==> src/sv/mtf_pkg.sv <==
// Shared types, constants and helpers for the move-to-front rank encoder.
`timescale 1ns / 1ps

package mtf_pkg;

    localparam int MAX_ITEMS = 256;
    localparam int IDX_W     = $clog2(MAX_ITEMS);
    localparam int ITEM_W    = 9;
    localparam int RANK_W    = 8;
    localparam int ADDR_W    = 3;
    localparam int DATA_W    = 32;

    localparam logic [ADDR_W-1:0] ADDR_ITEM_COUNT  = '0;
    localparam logic [ITEM_W-1:0] ITEM_COUNT_RESET = 9'd256;

    typedef logic [IDX_W-1:0] idx_t;

    typedef struct packed {
        logic init;    // reload identity order
        logic shift;   // move entries up to pos one place back
        idx_t pos;     // position of the requested item
        idx_t target;  // requested item, zero based
    } cell_ctrl_t;

    typedef enum logic [1:0] {
        ST_IDLE,
        ST_CMP,
        ST_ENC,
        ST_MOVE
    } state_t;

    function automatic logic [RANK_W-1:0] sat_rank(input idx_t pos);
        if (int'(pos) > (2 ** RANK_W) - 1) begin
            return '1;
        end
        return RANK_W'(pos);
    endfunction

endpackage

==> src/sv/mtf_enc.sv <==
// One-hot to binary encoder for the cell hit flags.
`timescale 1ns / 1ps

module mtf_enc
    import mtf_pkg::*;
(
    input  logic [MAX_ITEMS-1:0] hit,
    output idx_t                 pos
);

    // Exactly one cell matches a valid item, so a plain OR per bit suffices.
    always_comb begin
        pos = '0;
        for (int b = 0; b < IDX_W; b++) begin
            for (int k = 0; k < MAX_ITEMS; k++) begin
                if (hit[k] && (((k >> b) & 1) == 1)) begin
                    pos[b] = 1'b1;
                end
            end
        end
    end

endmodule

==> config.mk <==
export PLATFORM = sky130hd
export DESIGN_NAME = mtf_enc
export DESIGN_NICKNAME = d
export VERILOG_FILES = /design/src/sv/mtf_pkg.sv /design/src/sv/mtf_enc.sv
export SDC_FILE = /design/constraint.sdc
export NUM_CORES = 1
export LEC_CHECK = 0
export CAP_MARGIN = 10
export CELL_PAD_IN_SITES_DETAIL_PLACEMENT = 1
export CELL_PAD_IN_SITES_GLOBAL_PLACEMENT = 1
export CORE_AREA = 10 10 93 95
export DETAILED_ROUTE_END_ITERATION = 6
export DIE_AREA = 0 0 103 105
export DONT_BUFFER_PORTS = 1
export GPL_TIMING_DRIVEN = 0
export PLACE_DENSITY_LB_ADDON = 0.1
export SLEW_MARGIN = 20
export SYNTH_ARGS = -nofsm -noshare
export SYNTH_HDL_FRONTEND = slang
export SYNTH_SLANG_ARGS = --single-unit
==> constraint.sdc <==
create_clock -name vclk -period 1.23
set_clock_uncertainty 0.15 [all_clocks]
set_input_delay 0.123 -clock vclk [all_inputs]
set_output_delay 0.123 -clock vclk [all_outputs]
set_load 0.01 [all_outputs]
==> metrics.yaml <==
run_status:
  run_status: "complete, but fails checks"
  violated_checks: "setup timing"
detailed_routing:
  antenna_violating_nets_post_route: 0
  detailed_router_s_first_iteration_violation_count: 91
  drt-total-wl_um: 14800
  routed-via-count: 2218
  vias_per_cell: 7.70
  wl_per_instance_um: 51.4
  drc_errors: 0
  drt_pre_antenna_iters: 4
job:
  maxcap_viol_count: 0
critical_path:
  worst-endpoint-arrival_ns: 1.28
  critical_path.startpoint_type: "primary input"
  crit_slowest_cell: "sky130_fd_sc_hd__nor4_4"
  cpLargestDelayFamily: "simple AND/OR/NAND/NOR gates"
  timing_worst_setup_path_type: "in2out"
  crit_chain: "nor4_4, nand2_1, nor4_4, nand4_1"
  crit_path_frequent_cell: "sky130_fd_sc_hd__nor4_4"
  critPathRequiredTime_ns: 0.96
  cpPeakStageDelay_ns: 0.39
  end_kind: "primary output"
  worst-path-max-fanout: 2
  critical_path_buf_inv_count: 0
layout:
  insertedDiodeCount: 0
  synthToLayoutAreaGrowth_pct: 85.8
  layoutNonFillerInstCount: 288
  n_clock_buffer: 0
  final_cell_area_um2: 2250
  finish.utilization_pct: 33.2
  share_of_cells_above_drive_strength_1_pct: 45.7
  seq_cell_area_um2: 0
  n_sequential_cell: 0
  post_layout_net_count: 466
sta:
  timing.slew.headroom_pct: 65.2
  rsz0062_at_grt: "yes"
  final-max-slew-violation-count: 0
  layout_min_cycle_time_ns: 1.56
  setup_viol: 8
  peak_clock_frequency_supported_by_timing_mhz: 642
  hold_violations: 0
  post-route-period-util_pct: 127
  worst_slew_pin_slew_ns: 0.518
  post-route-worst-setup-slack_ns: -0.327
die:
  die-area_um2: 10800
  floorplan.initialDensity_pct: 17.9
  coreArea_um2: 6760
  dieWidth_um: 103
  floorplan.io_pins: 264
  die_h_um: 105
  floorplan.rows: 30
pwr:
  pwr_density_cell_nw_per_um2: 85.3
  sequentialPowerShare_pct: 0
  power_switching_uw: 74.8
  combinationalPowerShare_pct: 100.0
  p_int_uw: 117
  switching_share_pct: 39.1
  p_clk_share_pct: 0
  leakage_nw: 0.296
  vdd_drop_max_mv: 0.0375
place:
  place.detailed.instances: 285
  dp_worst_setup_slack_ns: -0.679
  placement.cell_area_um2: 1460
  routabilityCongestion: 0.846
  hpwlAfterDp_um: 13800
  io_buffer_count: 0
worst_hold_path:
  min-delay-start: "hit[112]"
  worst_min_delay_path_class: "in2out"
  hold-path-endpoint: "pos[6]"
  timing.hold.worst_path_depth: 2
grt:
  largest_net_degree_at_the_start_of_global_routing: 4
  track_usage_pct: 25.4
  antenna_found_initial: 0
  via_count_of_the_first_global_routing_pass: 2744
  global_route_wire_length_before_repair_um: 20200
  overall_overflow_remaining_after_global_route: 0
synthesis:
  synth-seq-area-share_pct: 0
  yosys.cell_types.count: 8
  syn-instance-count: 205
  synth_area_um2: 1210
  synthesis.area_per_instance_um2: 5.90
  synth_net_count: 461
  synthesis.yosys.warnings: 0
clock_network:
  cts-hold-fix-buffers: 0
## placed cells by master (no fill, tap or decap)
cell type                 count
sky130_fd_sc_hd__nor4_4      44
sky130_fd_sc_hd__nand2_1      9
sky130_fd_sc_hd__nand2_2      1
sky130_fd_sc_hd__nor3_1      10
sky130_fd_sc_hd__nor2_1      13
sky130_fd_sc_hd__nor4_1      44
sky130_fd_sc_hd__nor3_2       5
sky130_fd_sc_hd__nand3_1      7
sky130_fd_sc_hd__nand3_2     10
sky130_fd_sc_hd__nand4_1     30
sky130_fd_sc_hd__nor4_2      32
sky130_fd_sc_hd__buf_4        3
## cell usage after synthesis (all sizes together)
master,n,area (um2)
nand2,10,37.5
nor3,15,75.1
nand4,30,188
nor4,120,769
nor2,13,48.8
nand3,17,90.1
## final cells by class
type                       count  area, um2
tap                           80        100
timing repair buffer           3       22.5
fill                         782       4510
multi-input combinational    205       2120
## worst max-delay path by stage
stage | endpoint | slack (ns) | depth (start not counted) | from
6_report | pos[0] | -0.33 | 4 | hit[169]
3_5_place_dp | pos[1] | -0.68 | 4 | hit[71]
4_1_cts | pos[7] | -0.32 | 4 | hit[232]
2_1_floorplan | pos[7] | -0.04 | 4 | hit[248]
3_3_place_gp | pos[1] | -0.68 | 4 | hit[71]
5_1_grt | pos[0] | -0.39 | 4 | hit[169]
## timing repair
action / CTS / global route
gates resized for setup: 84 / 25
pin swaps: 22 / 17
setup buffers: 1 / 2
setup endpoints to repair: 8 / 8
## metal layers
layer	share of wire, %	global-route usage [%]
met3	14	10.5
met5	0	0
met2	52	47.2
met4	0.64	0.994
met1	33	26.8
## metrics by stage
stage               setup TNS (ns)  power, mW  hold slack, ns
floorplan                  -0.0846     0.0980           0.232
global placement             -4.86      0.142           0.308
detailed placement           -4.84      0.142           0.312
CTS                          -2.00      0.185           0.236
global route                 -2.48      0.205           0.234
finish                       -2.11      0.192           0.224
## power groups by stage
stage                     clock [mW]  sequential, mW  combinational [mW]
after floorplan                    0               0              0.0980
after global placement             0               0               0.142
after detailed placement           0               0               0.142
after CTS                          0               0               0.185
after global routing               0               0               0.205
final                              0               0               0.192
## cell families after synthesis
logic type	after synthesis	share of synthesized area (%)
AND/OR/NAND/NOR	205	100
Note: power is estimated with default switching activity, not from simulation.
