--- config.mk ---
export PLATFORM = sky130hd
export DESIGN_NAME = mtf_cell
export DESIGN_NICKNAME = d
export VERILOG_FILES = /design/src/sv/mtf_pkg.sv /design/src/sv/mtf_cell.sv
export SDC_FILE = /design/constraint.sdc
export NUM_CORES = 1
export LEC_CHECK = 0
export ABC_AREA = 1
export BUFFER_PORTS_ARGS = -buffer_cell sky130_fd_sc_hd__buf_2
export CORE_ASPECT_RATIO = 0.8
export CORE_MARGIN = 2
export CORE_UTILIZATION = 41
export CTS_CLUSTER_SIZE = 25
export DETAILED_ROUTE_END_ITERATION = 8
export GPL_TIMING_DRIVEN = 0
export PLACE_DENSITY = 0.78
export SYNTH_ARGS = -nofsm -noshare
export SYNTH_HDL_FRONTEND = slang
export SYNTH_SLANG_ARGS = --single-unit
--- constraint.sdc ---
create_clock -name aclk -period 1.8 [get_ports aclk]
set_input_delay 0.27 -clock aclk [delete_from_list [all_inputs] [get_ports aclk]]
set_output_delay 0.27 -clock aclk [all_outputs]
set_load 0.005 [all_outputs]
--- src/sv/mtf_pkg.sv ---
// Shared types, constants and helpers for the move-to-front rank encoder.
`timescale 1ns / 1ps

package mtf_pkg;

    localparam int MAX_ITEMS = 256;
    localparam int IDX_W     = $clog2(MAX_ITEMS);
    localparam int ITEM_W    = 9;
    localparam int RANK_W    = 8;
    localparam int ADDR_W    = 3;
    localparam int DATA_W    = 32;

    localparam logic [ADDR_W-1:0] ADDR_ITEM_COUNT  = '0;
    localparam logic [ITEM_W-1:0] ITEM_COUNT_RESET = 9'd256;

    typedef logic [IDX_W-1:0] idx_t;

    typedef struct packed {
        logic init;    // reload identity order
        logic shift;   // move entries up to pos one place back
        idx_t pos;     // position of the requested item
        idx_t target;  // requested item, zero based
    } cell_ctrl_t;

    typedef enum logic [1:0] {
        ST_IDLE,
        ST_CMP,
        ST_ENC,
        ST_MOVE
    } state_t;

    function automatic logic [RANK_W-1:0] sat_rank(input idx_t pos);
        if (int'(pos) > (2 ** RANK_W) - 1) begin
            return '1;
        end
        return RANK_W'(pos);
    endfunction

endpackage

--- src/sv/mtf_cell.sv ---
// One entry of the order list: holds an item, compares it, takes its neighbor's item on a move.
`timescale 1ns / 1ps

module mtf_cell
    import mtf_pkg::*;
(
    input  logic       aclk,
    input  logic       aresetn,
    input  idx_t       cell_idx,
    input  idx_t       prev_val,
    input  cell_ctrl_t ctrl,
    output idx_t       val,
    output logic       hit
);

    idx_t val_reg;
    logic hit_reg;

    always_ff @(posedge aclk) begin
        if (!aresetn || ctrl.init) begin
            val_reg <= cell_idx;
        end else if (ctrl.shift && (cell_idx <= ctrl.pos)) begin
            val_reg <= prev_val;
        end
    end

    always_ff @(posedge aclk) begin
        hit_reg <= (val_reg == ctrl.target);
    end

    assign val = val_reg;
    assign hit = hit_reg;

endmodule

==> results.md <==
- Status: complete, no violations
- PD cells: a little over 600 nW/um2
- Yosys warns: 0
- Port buffer count: 44
- Die height: slightly above 40 um
- Final hold vios: 0
- HP Class: in2reg
- Cell taking the most area after synthesis: edfxtp_1
- DRT Wirelength: 1370 um
- Final WS setup: between 0.3 and 0.4 ns
- Starting Density: ~43%
- Crit. End Element: flip-flop
- Crit path largest cell delay: around 0.30 ns
- Crit path top cell by count: nand2_1
- Ports: 45
- CP max stage cell: ha_1
- Crit Path Max Fanout: 8
- Max IR drop VDD: approximately 0.23 mV
- Setup Skew: about 0.0061 ns
- Core Region: 1590 um2
- CP Cell Sequence: buf_2, ha_1, nand2_1, nand2_1, nand2_1, nand2_1, nand2_1, nand2_1, nand2_1, nand2_1, nand2_1
- Cts bufs inserted: 3
- Routed len/inst: a little under 9 um
- Nets@finish: 178
- Initial antenna violation count: 0
- Diodes inserted: 0
- DRT iter0 DRCs: 8
- Share of cells above drive strength 1: between 30% and 40%
- Syn Inst Count: 85
- Synth area leaders: edfxtp_1 (35%), nand2_1 (19%), ha_1 (15%)
- Drt first pass iters: 4
- Core Util, Final: 60.2%
- CTS resizes: 0
- Root Buffer: clkbuf_4
- Hold_buf cts: 0
- Sw frac: approximately a quarter
- Critical path destination: val[6]
- Final period util: 81.0%
- Fin. max-slew vios: 0
- Clock power frac: between 20% and 30%
- Seq cells post-synth: 9
- Fmax: ~690 MHz
- WP data arrival: 1.37 ns
- Post-Syn Area per Cell: ~8.1 um2
- Final setup viols: 0
- Worst setup path start: cell_idx[1]
- Max reg flops: 8
- GR Overflow Total: 0
- Dpl cells: 151
- Clock Pin Slew Worst Setup and Hold Paths: 0.06 ns
- Syn Nets: roughly 130
- Worst R2R Path Depth: 3
- Fin Setup TNS: 0 ns
- Global-route wire length before repair: between 2000 and 2500 um
- Internal: about 430 uW
- Seq pwr share: a little under half
- Vias: 670
- Die area: ~2000 um2
- Rows: 13
- RSZ-0062 raised after global routing: no
- Clk_lat worst skew: around 0.25 ns
- Area grow syn2layout: 40.0%
- Die W: slightly below 50 um
- Filler cell count: ~150
- Register-to-register setup slack: approximately 0.94 ns
- DRC: 0
- Via density: between 4 and 5
- Final min period: 1.46 ns
- Post-synth top area share: 35.0%
- Logic gate share of total power: around 29%
- Pre-CTS setup slack: between 0.08 and 0.09 ns
- Sink Count: 9
- Total GRT Usage: 14.0%
- Vias in the first global route: about 570
- Largest net degree at the start of global routing: 11
- Worst-margin pin slew: about 0.31 ns
- Remaining antenna violation count: 0
- H-tree depth: 1
- Worst reg2reg path startpoint: val[5]
- LEAKAGE: roughly 0.00054 uW
- Maxcap violations: 0
- Gpl congestion: around 0.69
- Critical path class: in2reg
- Post-synthesis sequential area ratio: between 30% and 40%
- CTS tree: built
- RR Endpoint: hit
- Startpoint Class: primary input
- Max-slew headroom: 79.1%
- Final Non-Filler Cells: approximately 160
- NetSw: around 150 uW
- Detailed placer's ending HPWL: 1260 um
- Post-CTS Repair Setup Buffers: 0
- Post-Syn Area: approximately 690 um2
- Distinct cells, synth: 15
- CP required: ~1.7 ns
- Clock Tree Buf Depth: 2
stage by stage:
step / hold WS [ns] / power, uW / area, um2
final: 0.290 / 587 / 960
after global routing: 0.301 / 629 / 960
after CTS: 0.285 / 594 / 960
after detailed placement: 0.547 / 449 / 933
after global placement: 0.547 / 439 / 933
after floorplan: 0.449 / 368 / 686
final cells by class:
class / count / area, um2 / area share (%)
Sequential cell: 9 / 260 / 27.1
Tap cell: 22 / 27.5 / 2.87
Multi-Input combinational cell: 62 / 369 / 38.5
Timing Repair Buffer: 44 / 220 / 22.9
Inverter: 13 / 48.8 / 5.08
Buffer: 1 / 7.51 / 0.782
Clock buffer: 4 / 26.3 / 2.74
layer usage:
layer	vias up	track usage, %	part of all wire [%]
li1	365	-	-
met1	275	16.5	44
met2	30	26.3	47
met3	0	2.61	8.4
met4	0	5.56	0
met5	-	0	0
placed cells by master (no fill, tap or decap), drive strengths merged:
cell    netlist  final
a21oi         2      2
edfxtp        8      8
nand2        34     34
clkbuf        0      4
buf           1     45
a21o          1      1
nand4         3      3
dfxtp         1      1
xnor2         8      8
nor2          5      5
ha            8      8
inv          13     13
o21ai         1      1
worst max-delay path, delay by kind of cell:
family        cells  cell delay, ns
fa+ha+maj         1            0.30
buf+inv           1            0.11
simple gates      9            0.70
logic make-up after synthesis:
family	count (synthesis)	synth area share [%]
and+or+nand+nor	42	25.2
buffers and inverters	14	8.21
DFF	9	38.0
xor gates and xnor gates	8	10.2
adders and majority gates	8	14.6
AOI/OAI and AO/OA	4	3.83
power groups by stage:
| stage | logic [uW] | registers [uW] | clock network [uW] |
|---|---|---|---|
| floorplan | 89.6 | 278 | 0 |
| global placement | 164 | 274 | 0 |
| finish | 172 | 271 | 144 |
| detailed placement | 173 | 276 | 0 |
| CTS | 173 | 272 | 149 |
| global route | 194 | 275 | 160 |
cell usage after synthesis:
cell type	number
inv_2	1
a21oi_1	1
dfxtp_1	1
nor2_1	2
xnor2_1	8
edfxtp_1	8
a21o_1	1
buf_4	1
ha_1	8
nand4_1	3
o21ai_1	1
inv_1	12
nor2_2	3
nand2_1	34
a21oi_2	1
worst min path at each step:
stage                           start      to  cells after the start  slack (ns)
after floorplan           cell_idx[1]  val[1]                      2        0.45
after global placement    prev_val[3]  val[3]                      3        0.55
after detailed placement  prev_val[3]  val[3]                      3        0.55
after CTS                 prev_val[3]  val[3]                      3        0.29
after global routing      prev_val[7]  val[7]                      3        0.30
final                     prev_val[3]  val[3]                      3        0.29
(Power assumes the default switching activity.)
